**config.mk**
```make
export PLATFORM = sky130hd
export DESIGN_NAME = rgbhls_div_cell
export DESIGN_NICKNAME = d
export VERILOG_FILES = /design/src/hw/rtl/rgbhls_pkg.sv /design/src/hw/rtl/rgbhls_div_cell.sv
export SDC_FILE = /design/constraint.sdc
export NUM_CORES = 1
export LEC_CHECK = 0
export BUFFER_PORTS_ARGS = -buffer_cell sky130_fd_sc_hd__buf_4
export CORE_AREA = 3 3 209 211
export CTS_CLUSTER_DIAMETER = 50
export DETAILED_ROUTE_END_ITERATION = 7
export DIE_AREA = 0 0 212 214
export GPL_ROUTABILITY_DRIVEN = 1
export PLACE_DENSITY = 0.69
export SETUP_SLACK_MARGIN = 0.2
export SLEW_MARGIN = 25
export SYNTH_ARGS = -nofsm -noshare
export SYNTH_HDL_FRONTEND = slang
export SYNTH_SLANG_ARGS = --single-unit
export TNS_END_PERCENT = 1
```
**constraint.sdc**
```tcl
create_clock -name clk -period 0.82 [get_ports clk]
set_input_delay 0 -clock clk [delete_from_list [all_inputs] [get_ports clk]]
set_output_delay 0 -clock clk [all_outputs]
set_load 0.05 [all_outputs]
```
**src/hw/rtl/rgbhls_pkg.sv**
```systemverilog
`timescale 1ns / 1ps
// Package for the RGB to HLS converter: transaction payload types, cell data and constants.
// No dependencies.
package rgbhls_pkg;

	localparam int ChanBits  = 16;
	localparam int HueBits   = 15;
	localparam int SumBits   = 18;
	localparam int PosBits   = 20;
	localparam int RemBits   = 34;
	localparam int QuoBits   = 16;
	localparam int NumCells  = QuoBits;
	localparam int NumLanes  = 3;

	localparam logic [ChanBits-1:0] FullScale = '1;
	localparam logic [SumBits-1:0]  ThreeFull = SumBits'(3 * ((1 << ChanBits) - 1));
	localparam logic [11:0]         HueUnit   = 12'd3840;
	// ceil(2^19 / 3): exact floor(sum / 3) for any 18-bit sum
	localparam logic [17:0]         RecipThree = 18'd174763;
	localparam int                  RecipShift = 19;

	localparam int LaneHue  = 0;
	localparam int LaneSatA = 1;
	localparam int LaneSatB = 2;

	typedef struct packed {
		logic [ChanBits-1:0] red_in;
		logic [ChanBits-1:0] green_in;
		logic [ChanBits-1:0] blue_in;
	} pix_t;

	typedef struct packed {
		logic [HueBits-1:0]  hue_out;
		logic [ChanBits-1:0] light_out;
		logic [ChanBits-1:0] sat_out;
	} res_t;

	typedef struct packed {
		logic [RemBits-1:0] rem;
		logic [RemBits-1:0] dsh;
		logic [QuoBits-1:0] quo;
	} div_lane_t;

	typedef struct packed {
		div_lane_t [NumLanes-1:0] lane;
		logic [ChanBits-1:0]      light;
		logic                     grey;
	} cell_data_t;

endpackage

```
**src/hw/rtl/rgbhls_div_cell.sv**
```systemverilog
`timescale 1ns / 1ps
// One cell of the divider chain: one quotient bit for each of the three lanes.
// Depends on rgbhls_pkg.
module rgbhls_div_cell
	import rgbhls_pkg::*;
(
	input  logic       clk,
	input  logic       arst_n,
	input  logic       adv,
	input  logic       valid_in,
	input  cell_data_t data_in,
	output logic       valid,
	output cell_data_t data
);

	logic       valid_q;
	cell_data_t data_q;
	cell_data_t data_nxt;

	always_comb begin
		data_nxt = data_in;
		for (int j = 0; j < NumLanes; j++) begin
			if (data_in.lane[j].rem >= data_in.lane[j].dsh) begin
				data_nxt.lane[j].rem = data_in.lane[j].rem - data_in.lane[j].dsh;
				data_nxt.lane[j].quo = {data_in.lane[j].quo[QuoBits-2:0], 1'b1};
			end else begin
				data_nxt.lane[j].quo = {data_in.lane[j].quo[QuoBits-2:0], 1'b0};
			end
			data_nxt.lane[j].dsh = data_in.lane[j].dsh >> 1;
		end
	end

	always_ff @(posedge clk or negedge arst_n) begin
		if (!arst_n) begin
			valid_q <= 1'b0;
		end else if (adv) begin
			valid_q <= valid_in;
		end
	end

	always_ff @(posedge clk) begin
		if (adv) begin
			data_q <= data_nxt;
		end
	end

	assign valid = valid_q;
	assign data  = data_q;

endmodule

```
==> impl_metrics.csv <==
group,metric,value,unit
setup_path,critPathMaxFanout,6,
yosys,synthFlopType,"edfxtp_1",
sta,period_share,335,%
setup_path,start_kind,"input pin",
yosys,ys_async_sr_fraction,0.375,%
sta,rsz0062_at_grt,"true",
drt,vias_per_cell,5.07,
final_layout,stdcell_area,27400,sq um
yosys,synthMuxAreaShare,5.13,%
min_path,hp-start,"data_in[99]",
yosys,synth_cell_types,71,
yosys,yosys.area_share.simple,8.31,%
place,place_area,22400,sq um
global_routing,grt_util_all_layers,25.4,%
yosys,synth-xor-area-share,4.94,%
setup_path,worstSetupPathType,"input pin to register",
setup_path,cp.arrival,3.04,ns
place,preCtsSetupSlack,-2.45,ns
place,portBuffers,536,
setup_path,end_kind,"register",
sta,setup_ws,-1.93,ns
clocking,cts_sinks,267,
drt,first_iter_violations,840,
setup_path,rrSetupSlack,0.01,ns
sta,hold_viol,29,
floorplanning,die_h,214,um
global_routing,grt_start_max_net_pins,33,
sta,fin_skew,0,ns
sta,maxSlewViolCount,0,
global_routing,grt_use_met3,5.79,%
global_routing,antenna_found_initial,3,
min_path,min_to,"data[99]",
clocking,cts_buffer_depth,3,
status,status,"finished, violations left",
yosys,synth-seq-cells,267,
clocking,cts_buffers,39,
setup_path,r2r-start,"valid",
place,gp_congestion,0.903,
yosys,synth_edf_count,266,
drt,route.detailed.drc,0,
setup_path,r2r_cells,1,
final_layout,layout_commonest_cell,"buf_4",
drt,num_vias,15300,
setup_path,reg2reg_to,"valid",
yosys,synth_compound_area_share,14.5,%
final_layout,nFillCells,2967,
global_routing,grt_pass1_wl,90500,um
final_layout,syn_to_final_growth,84.4,%
run,cap_violations,0,
global_routing,grtUsageMet1,28.5,%
drt,wl,61200,um
final_layout,final_cell_mix,"buf_4, buf_6, edfxtp_1, dlygate4sd3_1, inv_1",
pwr,ir_worst_vdd,1.68,mV
yosys,syn_area,14900,sq um
floorplanning,rows,75,
sta,setup_viol_count_final,372,
global_routing,grt_pass1_vias,16200,
final_layout,nets,2822,
clocking,h-tree-depth,2,
drt,first_pass_iters,6,
final_layout,drive_gt1_share,43.8,%
drt,antenna_left,0,
floorplanning,start_util,35.5,%
sta,finalSetupTns,-242.51,ns
final_layout,finalNonFillerCells,3013,
global_routing,gr-total-overflow,0,
global_routing,use_met2,46.3,%
yosys,synth_fa_ha_area_share,8.98,%
setup_path,required,1.11,ns
floorplanning,core_area,41900,sq um
pwr,power.leakage,12.6,nW
yosys,synth_cells,1282,
floorplanning,die_w,212,um
yosys,synth_area_per_cell,11.6,sq um
min_path,hold_depth,2,
clocking,cts_root_buf,"clkbuf_16",
sta,finalCriticalPeriod,2.75,ns
clocking,clk_latency,0.54,ns
clocking,clk_pin_slew_worst_paths,0.06,ns
floorplanning,die_area,45400,sq um
pwr,powerDensity,1950,nW/um^2
yosys,yosysSeqAreaShare,53.8,%
global_routing,top_usage_layer,"met2",
sta,holdWs,-0.233,ns
min_path,hold_class,"input pin to register",
place,hpwl,40900,um
floorplanning,io_pins,543,
yosys,synth_top_family_by_area,"compound AO/OA/AOI/OAI gates",
drt,routedWlPerCell,20.3,um
sta,max_freq,364,MHz
status,failed_checks,"hold timing, setup timing",
place,dpl.cell_count,2689,
yosys,yosys_warnings,0,
clocking,cts_tree,"built",
-- routing by layer --
metal	vias to the layer above	share of wire (%)
met1	7269	37
li1	7087	-
met5	-	0
met2	732	51
met4	0	4.3
met3	175	7.6
-- kinds of logic after synthesis --
logic type      Yosys count
other cells               1
xor+xnor                 84
simple gates            263
flops                   267
mux                      68
fa+ha+maj               105
compound gates          330
buf+inv                 164
-- power breakdown --
group | total (mW) | leakage [nW] | internal, mW | switching, mW
registers | 17.7 | 2.61 | 16.8 | 0.839
logic | 19.9 | 9.46 | 8.91 | 10.9
clock network | 15.9 | 0.572 | 9.13 | 6.80
total | 53.4 | 12.6 | 34.9 | 18.6
-- synth_stat cells, drive strengths merged, types with 19 or more instances --
library cell | instances | area (sq um)
nor2 | 54 | 203
edfxtp | 266 | 7990
ha | 102 | 1280
nand2 | 98 | 368
o21ai | 78 | 390
xnor2 | 52 | 455
nor3 | 19 | 100
clkbuf | 32 | 120
a21o | 46 | 345
xor2 | 32 | 280
inv | 125 | 469
mux2 | 66 | 743
a21oi | 95 | 475
-- worst max-delay path by stage --
| stage | startpoint | to | slack, ns | cells past startpoint |
|---|---|---|---|---|
| global route | data_in[67] | data[86] | -1.99 | 16 |
| floorplan | data_in[67] | data[72] | -2.27 | 14 |
| detailed placement | data_in[67] | data[68] | -2.45 | 15 |
| global placement | data_in[67] | data[68] | -2.34 | 15 |
| finish | data_in[67] | data[68] | -1.93 | 16 |
| CTS | data_in[67] | data[68] | -1.85 | 15 |
-- flip-flops by register name, summed over array words and instances, names as in the netlist --
register,flops
data,266
valid,1
-- metrics by stage --
step	util, %	total power, mW
6_report	65.4	53.4
5_1_grt	65.4	55.3
4_1_cts	64.5	52.6
3_5_place_dp	53.4	34.6
3_3_place_gp	53.4	34.4
2_1_floorplan	-	27.3
-- what timing repair did --
| item | in CTS | in global routing |
|---|---|---|
| setup endpoints to repair | 373 | 376 |
| pin swaps | 9 | 15 |
| hold buffers | 232 | 10 |
| setup buffers | 0 | 8 |
| endpoints found under the hold margin | 274 | 39 |
| gates resized for setup | 299 | 46 |
| cloned | 0 | 3 |
-- layout make-up --
class / count / area, sq um / area share (%)
multi-input combinational: 853 / 6530 / 23.8
timing repair buffer: 1158 / 10500 / 38.4
clock inverter: 23 / 191 / 0.697
sequential: 267 / 8010 / 29.2
tap: 539 / 674 / 2.46
inverter: 125 / 482 / 1.75
clock buffer: 45 / 1020 / 3.72
antenna: 3 / 7.51 / 0.0273
-- critical path: stages --
cell and delay [ns]:
buf_8 0.11, inv_12 0.04, ha_4 0.13, inv_2 0.04, fa_2 0.34, a21o_1 0.21, a221oi_4 0.32, nor3_4 0.07
o32ai_4 0.31, o41ai_4 0.13, a211oi_2 0.29, o22ai_2 0.17, a31oi_4 0.27, buf_6 0.16, clkbuf_16 0.16, mux2_4 0.30
(Power assumes the default switching activity.)
